===== config.mk =====
export PLATFORM = sky130hd
export DESIGN_NAME = mean_luminance_contrast
export DESIGN_NICKNAME = d
export VERILOG_FILES = /design/src/rtl/mlc_pkg.sv /design/src/rtl/mlc_ctrl.sv /design/src/rtl/mlc_dp.sv /design/src/rtl/mlc_outq.sv /design/src/rtl/mean_luminance_contrast.sv
export SDC_FILE = /design/constraint.sdc
export NUM_CORES = 2
export LEC_CHECK = 0
export BUFFER_PORTS_ARGS = -buffer_cell sky130_fd_sc_hd__buf_2
export CORE_AREA = 3 3 275 277
export DETAILED_ROUTE_END_ITERATION = 16
export DIE_AREA = 0 0 278 280
export GPL_TIMING_DRIVEN = 0
export MAX_ROUTING_LAYER = met4
export PLACE_DENSITY = 0.82
export SLEW_MARGIN = 5
export SYNTH_ARGS = -nofsm -noshare
export SYNTH_HDL_FRONTEND = slang
export SYNTH_SLANG_ARGS = --single-unit

===== constraint.sdc =====
create_clock -name clk -period 13.05 [get_ports clk]
set_input_delay 0.6525 -clock clk [delete_from_list [all_inputs] [get_ports clk]]
set_output_delay 0.6525 -clock clk [all_outputs]
set_load 0.02 [all_outputs]

===== src/rtl/mlc_pkg.sv =====
// ----------------------------------------------------------------------------
// mlc_pkg
// Shared types, codes and constants of the mean luminance contrast engine.
// ----------------------------------------------------------------------------
package mlc_pkg;

	// item modes
	localparam logic [1:0] ModeMeasure = 2'd0;
	localparam logic [1:0] ModeFinish  = 2'd1;
	localparam logic [1:0] ModeApply   = 2'd2;

	// configuration port
	localparam int         AddrW           = 3;
	localparam logic       RegContrastGain = 1'b0;
	localparam logic [15:0] GainReset      = 16'sd256;

	// measurement storage
	localparam int          SumW      = 32;
	localparam int          CountW    = 25;
	localparam logic [24:0] MaxBytes  = 25'd16777216;
	localparam int          MeanW     = 10;
	localparam logic [9:0]  MeanReset = 10'd128;
	localparam logic [9:0]  MeanMax   = 10'd1023;

	// luminance weights
	localparam logic [7:0] WeightR = 8'd54;
	localparam logic [7:0] WeightG = 8'd183;
	localparam logic [7:0] WeightB = 8'd19;

	// weighted numerator and divisor floor(256*count/3) = 85*count + floor(count/3)
	localparam int          NumW        = 40;
	localparam int          DenW        = 31;
	localparam int          RemW        = 32;
	localparam logic [6:0]  Mul85       = 7'd85;
	localparam logic [23:0] Recip3      = 24'd11184811;  // (2^25 + 1) / 3
	localparam int          Recip3Shift = 25;
	localparam int          RecW        = 49;

	// divider iterations, one quotient bit each
	localparam int         StepW    = 6;
	localparam logic [5:0] DivLast  = 6'd39;

	typedef enum logic [2:0] {
		ST_IDLE,
		ST_NUM0,
		ST_NUM1,
		ST_NUM2,
		ST_LOAD,
		ST_DIV,
		ST_DONE
	} state_t;

	// controller to datapath
	typedef struct packed {
		logic       take;      // request accepted this cycle
		logic       rec_load;  // count times reciprocal of three
		logic       den_load;  // divisor assembly
		logic       acc_load;  // first weighted product
		logic       acc_add;   // add further weighted product
		logic [1:0] chan_sel;  // channel sum into the shared multiplier
		logic       div_load;
		logic       div_step;
		logic       finish;    // store mean, clear measurement
		logic       push;      // result into output queue
	} cmd_t;

	// datapath to controller
	typedef struct packed {
		logic count_zero;
	} status_t;

	typedef struct packed {
		logic [7:0]       mapped;
		logic [MeanW-1:0] mean;
		logic             flag;
	} res_t;

endpackage


===== src/rtl/mlc_ctrl.sv =====
// ----------------------------------------------------------------------------
// mlc_ctrl
// Sequencer: accepts requests, steps the finish computation and the divider.
// ----------------------------------------------------------------------------
module mlc_ctrl (
	input  logic             clk,
	input  logic             arst_n,
	input  logic             item_valid,
	input  logic [1:0]       mode,
	input  logic             q_full,
	input  mlc_pkg::status_t status,
	output logic             item_ready,
	output mlc_pkg::cmd_t    cmd
);
	import mlc_pkg::*;

	state_t           state_q, state_d;
	logic [StepW-1:0] step_q;
	logic             take;

	// state register
	always_ff @(posedge clk or negedge arst_n) begin
		if (!arst_n) begin
			state_q <= ST_IDLE;
		end else begin
			state_q <= state_d;
		end
	end

	// divider step counter
	always_ff @(posedge clk or negedge arst_n) begin
		if (!arst_n) begin
			step_q <= '0;
		end else if (state_q == ST_LOAD) begin
			step_q <= '0;
		end else if (state_q == ST_DIV) begin
			step_q <= step_q + StepW'(1);
		end
	end

	assign item_ready = (state_q == ST_IDLE) && !q_full;
	assign take       = item_valid && item_ready;

	// next state and commands
	always_comb begin
		state_d  = state_q;
		cmd      = '0;
		cmd.take = take;
		unique case (state_q)
			ST_IDLE: begin
				if (take) begin
					if (mode == ModeFinish && !status.count_zero) begin
						state_d = ST_NUM0;
					end else begin
						cmd.push = 1'b1;
					end
				end
			end
			ST_NUM0: begin
				cmd.acc_load = 1'b1;
				cmd.chan_sel = 2'd0;
				cmd.rec_load = 1'b1;
				state_d      = ST_NUM1;
			end
			ST_NUM1: begin
				cmd.acc_add  = 1'b1;
				cmd.chan_sel = 2'd1;
				cmd.den_load = 1'b1;
				state_d      = ST_NUM2;
			end
			ST_NUM2: begin
				cmd.acc_add  = 1'b1;
				cmd.chan_sel = 2'd2;
				state_d      = ST_LOAD;
			end
			ST_LOAD: begin
				cmd.div_load = 1'b1;
				state_d      = ST_DIV;
			end
			ST_DIV: begin
				cmd.div_step = 1'b1;
				if (step_q == DivLast) begin
					state_d = ST_DONE;
				end
			end
			ST_DONE: begin
				cmd.finish = 1'b1;
				cmd.push   = 1'b1;
				state_d    = ST_IDLE;
			end
			default: begin
				state_d = ST_IDLE;
			end
		endcase
	end

endmodule


===== src/rtl/mlc_dp.sv =====
// ----------------------------------------------------------------------------
// mlc_dp
// Datapath: channel sums, byte count, weighted mean divider and byte mapping.
// ----------------------------------------------------------------------------
module mlc_dp (
	input  logic             clk,
	input  logic             arst_n,
	input  mlc_pkg::cmd_t    cmd,
	input  logic [1:0]       mode,
	input  logic [7:0]       sample,
	input  logic [15:0]      gain,
	output mlc_pkg::status_t status,
	output mlc_pkg::res_t    res
);
	import mlc_pkg::*;

	logic [SumW-1:0]   sum0_q, sum1_q, sum2_q;
	logic [CountW-1:0] count_q;
	logic [1:0]        phase_q;
	logic [MeanW-1:0]  mean_q;

	logic [NumW-1:0]   acc_q;
	logic [RecW-1:0]   rec_q;
	logic [DenW-1:0]   den_q;
	logic [RemW-1:0]   rem_q;
	logic [NumW-1:0]   num_sh_q;
	logic [MeanW-1:0]  quo_q;
	logic              sat_q;

	logic              full;
	logic [SumW-1:0]   mul_a;
	logic [7:0]        mul_b;
	logic [NumW-1:0]   wprod;
	logic [RemW-1:0]   trial;
	logic              ge;
	logic [MeanW-1:0]  mean_new;

	logic signed [10:0] diff;
	logic signed [26:0] aprod;
	logic signed [18:0] ashr;
	logic signed [19:0] asum;
	logic [7:0]         mapped;

	assign full              = (count_q >= MaxBytes);
	assign status.count_zero = (count_q == '0);

	// measurement state
	always_ff @(posedge clk or negedge arst_n) begin
		if (!arst_n) begin
			sum0_q  <= '0;
			sum1_q  <= '0;
			sum2_q  <= '0;
			count_q <= '0;
			phase_q <= '0;
		end else if (cmd.finish
			|| (cmd.take && mode == ModeFinish && status.count_zero)) begin
			sum0_q  <= '0;
			sum1_q  <= '0;
			sum2_q  <= '0;
			count_q <= '0;
			phase_q <= '0;
		end else if (cmd.take && mode == ModeMeasure && !full) begin
			unique case (phase_q)
				2'd0:    sum0_q <= sum0_q + SumW'(sample);
				2'd1:    sum1_q <= sum1_q + SumW'(sample);
				default: sum2_q <= sum2_q + SumW'(sample);
			endcase
			phase_q <= (phase_q == 2'd2) ? 2'd0 : phase_q + 2'd1;
			count_q <= count_q + CountW'(1);
		end
	end

	// held mean
	always_ff @(posedge clk or negedge arst_n) begin
		if (!arst_n) begin
			mean_q <= MeanReset;
		end else if (cmd.finish) begin
			mean_q <= mean_new;
		end
	end

	// shared weight multiplier
	always_comb begin
		unique case (cmd.chan_sel)
			2'd0: begin
				mul_a = sum0_q;
				mul_b = WeightR;
			end
			2'd1: begin
				mul_a = sum1_q;
				mul_b = WeightG;
			end
			default: begin
				mul_a = sum2_q;
				mul_b = WeightB;
			end
		endcase
	end
	assign wprod = NumW'(mul_a) * NumW'(mul_b);

	// divider step: one quotient bit per cycle
	assign trial    = {rem_q[RemW-2:0], num_sh_q[NumW-1]};
	assign ge       = (trial >= RemW'(den_q));
	assign mean_new = sat_q ? MeanMax : quo_q;

	// finish computation registers
	always_ff @(posedge clk) begin
		if (cmd.acc_load) begin
			acc_q <= wprod;
		end else if (cmd.acc_add) begin
			acc_q <= acc_q + wprod;
		end
		if (cmd.rec_load) begin
			rec_q <= RecW'(count_q) * RecW'(Recip3);
		end
		if (cmd.den_load) begin
			den_q <= DenW'(count_q) * DenW'(Mul85) + DenW'(rec_q >> Recip3Shift);
		end
		if (cmd.div_load) begin
			rem_q    <= '0;
			num_sh_q <= acc_q;
			quo_q    <= '0;
			sat_q    <= 1'b0;
		end else if (cmd.div_step) begin
			rem_q    <= ge ? (trial - RemW'(den_q)) : trial;
			num_sh_q <= {num_sh_q[NumW-2:0], 1'b0};
			quo_q    <= {quo_q[MeanW-2:0], ge};
			sat_q    <= sat_q | quo_q[MeanW-1];
		end
	end

	// contrast mapping about the mean
	assign diff  = $signed({3'b000, sample}) - $signed({1'b0, mean_q});
	assign aprod = 27'(diff) * 27'($signed(gain));
	assign ashr  = 19'(aprod >>> 8);
	assign asum  = 20'(ashr) + $signed({10'd0, mean_q});
	always_comb begin
		if (asum < 0) begin
			mapped = 8'd0;
		end else if (asum > 20'sd255) begin
			mapped = 8'd255;
		end else begin
			mapped = asum[7:0];
		end
	end

	// result of this request
	assign res.mapped = (cmd.take && mode == ModeApply) ? mapped : 8'd0;
	assign res.mean   = cmd.finish ? mean_new : mean_q;
	assign res.flag   = cmd.take && ((mode == ModeMeasure && full)
		|| (mode == ModeFinish && status.count_zero));

endmodule


===== src/rtl/mlc_outq.sv =====
// ----------------------------------------------------------------------------
// mlc_outq
// Two-entry result queue between the engine and the result channel.
// ----------------------------------------------------------------------------
module mlc_outq (
	input  logic          clk,
	input  logic          arst_n,
	input  logic          push,
	input  mlc_pkg::res_t push_data,
	input  logic          pop,
	output logic          full,
	output logic          valid,
	output mlc_pkg::res_t head
);
	import mlc_pkg::*;

	res_t       slot_q [2];
	logic       wr_q, rd_q;
	logic [1:0] fill_q;

	// pointers and fill level
	always_ff @(posedge clk or negedge arst_n) begin
		if (!arst_n) begin
			wr_q   <= 1'b0;
			rd_q   <= 1'b0;
			fill_q <= '0;
		end else begin
			if (push) begin
				wr_q <= ~wr_q;
			end
			if (pop) begin
				rd_q <= ~rd_q;
			end
			fill_q <= fill_q + 2'(push) - 2'(pop);
		end
	end

	// entries
	always_ff @(posedge clk) begin
		if (push) begin
			slot_q[wr_q] <= push_data;
		end
	end

	assign full  = fill_q[1];
	assign valid = (fill_q != '0);
	assign head  = slot_q[rd_q];

endmodule


===== src/rtl/mean_luminance_contrast.sv =====
// ----------------------------------------------------------------------------
// mean_luminance_contrast
// Two-pass contrast engine: measures weighted mean brightness of an RGB byte
// stream, then maps bytes about that mean by a programmable gain.
// ----------------------------------------------------------------------------
//  channel   handshake                payload
//  item      item_valid/item_ready    mode, sample
//  result    result_valid/result_ready mapped_value, mean_level, empty_flag
//  config    APB psel/penable/pwrite  paddr, pwdata, prdata (contrast_gain @ 0)
//
//  measure, apply and empty finish requests push their result when accepted.
//  a finish with measured bytes passes the three channel sums through the
//  shared weight multiplier, then one divider load, 40 restoring divider steps
//  and a write-back; item_ready stays low meanwhile.
//  a two-entry result queue lets requests flow while a result waits.
//  arst_n clears sums, count, phase, queue; mean returns to 128, gain to 256.
// ----------------------------------------------------------------------------
module mean_luminance_contrast (
	input  logic                      clk,
	input  logic                      arst_n,
	input  logic                      psel,
	input  logic                      penable,
	input  logic                      pwrite,
	input  logic [mlc_pkg::AddrW-1:0] paddr,
	input  logic [31:0]               pwdata,
	output logic [31:0]               prdata,
	output logic                      pready,
	input  logic                      item_valid,
	output logic                      item_ready,
	input  logic [1:0]                mode,
	input  logic [7:0]                sample,
	output logic                      result_valid,
	input  logic                      result_ready,
	output logic [7:0]                mapped_value,
	output logic [9:0]                mean_level,
	output logic                      empty_flag
);
	import mlc_pkg::*;

	logic [15:0] gain_q;
	logic        reg_sel;
	cmd_t        cmd;
	status_t     status;
	res_t        res;
	res_t        head;
	logic        q_full;
	logic        pop;

	// configuration register
	assign pready  = 1'b1;
	assign reg_sel = (paddr[AddrW-1:2] == RegContrastGain);
	always_ff @(posedge clk or negedge arst_n) begin
		if (!arst_n) begin
			gain_q <= GainReset;
		end else if (psel && penable && pwrite && reg_sel) begin
			gain_q <= pwdata[15:0];
		end
	end
	assign prdata = reg_sel ? {16'd0, gain_q} : 32'd0;

	mlc_ctrl u_ctrl (
		.clk        (clk),
		.arst_n     (arst_n),
		.item_valid (item_valid),
		.mode       (mode),
		.q_full     (q_full),
		.status     (status),
		.item_ready (item_ready),
		.cmd        (cmd)
	);

	mlc_dp u_dp (
		.clk    (clk),
		.arst_n (arst_n),
		.cmd    (cmd),
		.mode   (mode),
		.sample (sample),
		.gain   (gain_q),
		.status (status),
		.res    (res)
	);

	assign pop = result_valid && result_ready;

	mlc_outq u_outq (
		.clk       (clk),
		.arst_n    (arst_n),
		.push      (cmd.push),
		.push_data (res),
		.pop       (pop),
		.full      (q_full),
		.valid     (result_valid),
		.head      (head)
	);

	assign mapped_value = head.mapped;
	assign mean_level   = head.mean;
	assign empty_flag   = head.flag;

	// a result is never pushed into a full queue
	a_push_room: assert property (@(posedge clk) disable iff (!arst_n)
		cmd.push |-> !q_full)
		else $error("result pushed into full queue");

	// a finish with measured bytes holds off the next request
	a_finish_busy: assert property (@(posedge clk) disable iff (!arst_n)
		(cmd.take && mode == ModeFinish && !status.count_zero) |=> !item_ready)
		else $error("request accepted during finish computation");

	// every accepted request except a long finish pushes its result at once
	a_take_push: assert property (@(posedge clk) disable iff (!arst_n)
		(cmd.take && !(mode == ModeFinish && !status.count_zero)) |-> cmd.push)
		else $error("accepted request produced no result");

	// after a finish the measurement restarts from an empty count
	a_finish_clear: assert property (@(posedge clk) disable iff (!arst_n)
		cmd.finish |=> status.count_zero)
		else $error("count not cleared after finish");

endmodule


==> run summary <==
outcome - finished clean
relative slew slack - 15.38%
initial antenna violation count - 2
total congestion overflow - 0
Peak Freq - 93.85 MHz
CP max stage delay - 0.68 ns
total iterations of the first detailed-routing run - 6
number of CTS-inserted buffers - 42
startpoint types - flop
routed length per instance - 19.69 µm
top cell type's share of synthesized area - 23.58%
DP HPWL - 99.32 mm
Worst-path clk slew - 0.06 ns
number of synthesized flops with an enable pin - 173
RSZ-0062 raised after global routing - no
# DRC - 0
Commonest cells post-synth - inv_1, ha_1, fa_1
Skew-Pair Late Insertion Delay - 0.61 ns
Tot GR Track Use - 32.84%
Cell Count, Final, Fillers Out - 6128
worst endpoint data arrival time - 11.09 ns
nets - 6360
routability cong. - 0.9942
largest net degree at the start of global routing - 101
clk sink count - 377
antenna-violating nets left - 0
vias in the first global route - 36900
critical path endpoint category - flop
I/O pin count - 106
area of the core - 0.07308 mm²
mapped cell area - 0.04754 mm²
largest cells by area after synthesis - fa_1, ha_1, edfxtp_1
ys async rst share - 42.97%
Critical-path top delay cell - a2111oi_4
worst hold path type - in2reg
die width - 278 µm
post-route cell area - 0.05081 mm²
CTS tree - done
Post-Place Cell Area - 0.04931 mm²
cell with the most instances after synthesis - inv_1
Port Buffer Count - 70
Max clock buf depth - 3
max-slew violations - 0
drt initial violations - 3099
Worst EP required - 13.49 ns
CTS Root Cell - clkbuf_16
Area Growth Syn to Fin - 6.869%
H-tree depth - 2
syn avg cell area - 9.516 µm²
CP Max Fanout - 10
Post-Place Cells - 6047
Final Hold Fails - 0
Main synth FF type - edfxtp_1
Synth Register Bits - 377
vias post-DR - 35890
Final TNS setup - 0 ns
post-synthesis sequential area ratio - 21.23%
Starting Density - 65.05%
clock skew - 0.05102 ns
# setup viols final - 0
Die Ht - 280 µm
Via density - 5.857
Final Critical Period - 10.65 ns
Die Area - 0.07784 mm²
max-cap viol count - 0
Min Hold Slack - 0.2911 ns
first-pass GRT wire length - 196.8 mm
Syn Inst Count - 4996
yosys warns - 0
WS Path Type - reg2reg
FP Rows - 99
Final Cycle Share - 81.65%
layout cells sized above 1 - 5.342%
worst-margin pin slew - 1.260 ns
top cell type by total area after synthesis - fa_1
synth unique cells - 96
routed wire length - 120.7 mm
worst max-delay path, delay by kind of cell (launching register included):
family | cells | cell delay [ns]
and+or+nand+nor | 11 | 1.54
buffers and inverters | 6 | 1.02
DFF | 1 | 0.40
adders and majority gates | 8 | 3.52
AOI/OAI and AO/OA | 14 | 3.22
xor gates and xnor gates | 2 | 0.77
state kept, by name, indices dropped and copies added (netlist names), 16 cells and up:
register	cells
u_outq.slot_q	38
u_dp.rem_q	31
u_dp.count_q	25
u_dp.acc_q	40
u_dp.den_q	31
u_dp.num_sh_q	40
u_dp.sum2_q	32
u_dp.sum0_q	32
u_dp.rec_q	24
gain_q	16
u_dp.sum1_q	32
cell type report:
type	instances	area (µm²)
diodes	2	5.005
plain buffers	137	601.8
clock buffers	56	1206
clock inverters	22	275.3
fillers	5479	22280
inverters	966	3626
multi-input cells	3531	33290
flip-flops and latches	377	10090
well taps	959	1200
repair buffers	78	508.0
layer usage:
metal | share of wire (%) | routed length [µm] | vias to the layer above | track usage (%)
li1 | - | - | 16610 | -
met1 | 42 | 50960 | 17630 | 43.83
met2 | 46 | 55150 | 1396 | 50.84
met3 | 8.4 | 10150 | 252 | 6.357
met4 | 3.7 | 4428 | 0 | 11.09
met5 | 0 | 0 | - | -
placed cells by master (no fill, tap or decap), drive strengths merged, types with 73 or more instances in the layout:
cell and n:
a21o 127, a21oi 203, and2 106, buf 113
clkbuf 157, dfrtp 160, edfxtp 173, fa 560
ha 615, inv 967, nand2 379, nand3 88
nor2 295, nor3 73, o21ai 167, xnor2 177
xor2 82
path summary, 6_finish.rpt:
check / cells past startpoint / slack [ns] / startpoint / endpoint
min: 2 / 0.29 / pwdata[3] / gain_q[3]
max: 41 / 2.40 / u_dp.mean_q[1] / u_outq.slot_q[1][15]
min in group asynchronous: 2 / 0.57 / arst_n / u_dp.sum0_q[2]
max reg2reg: 41 / 2.40 / u_dp.mean_q[1] / u_outq.slot_q[1][15]
min reg2reg: 2 / 0.47 / u_dp.rem_q[6] / u_dp.rem_q[6]
max in group asynchronous: 3 / 11.52 / arst_n / u_dp.count_q[21]
through the flow:
stage	setup WS (ns)	utilization (%)
5_1_grt	1.549	69.52
6_report	2.395	69.52
4_1_cts	2.473	69.51
2_1_floorplan	4.134	-
3_5_place_dp	2.158	67.47
3_3_place_gp	2.361	67.25
repair_timing:
item / in CTS / in global routing
hold buffers: 1 / 0
endpoints found under the hold margin: 7 / 0
setup buffers: 0 / 0
resized for setup: 0 / 0
kinds of logic after synthesis:
kind of cell             Yosys count  share of synthesized area, %
AO/OA/AOI/OAI                    767                         10.66
XOR/XNOR                         259                         4.772
adder cells (fa/ha/maj)         1175                         39.77
buffers and inverters           1103                         8.888
flip-flops                       377                         21.23
multiplexers                     108                         2.406
other                              2                       0.01580
AND/OR/NAND/NOR                 1205                         12.27
Power is not shown: default switching activity piles up to over one toggle a cycle in this logic, so the estimate is an artifact.
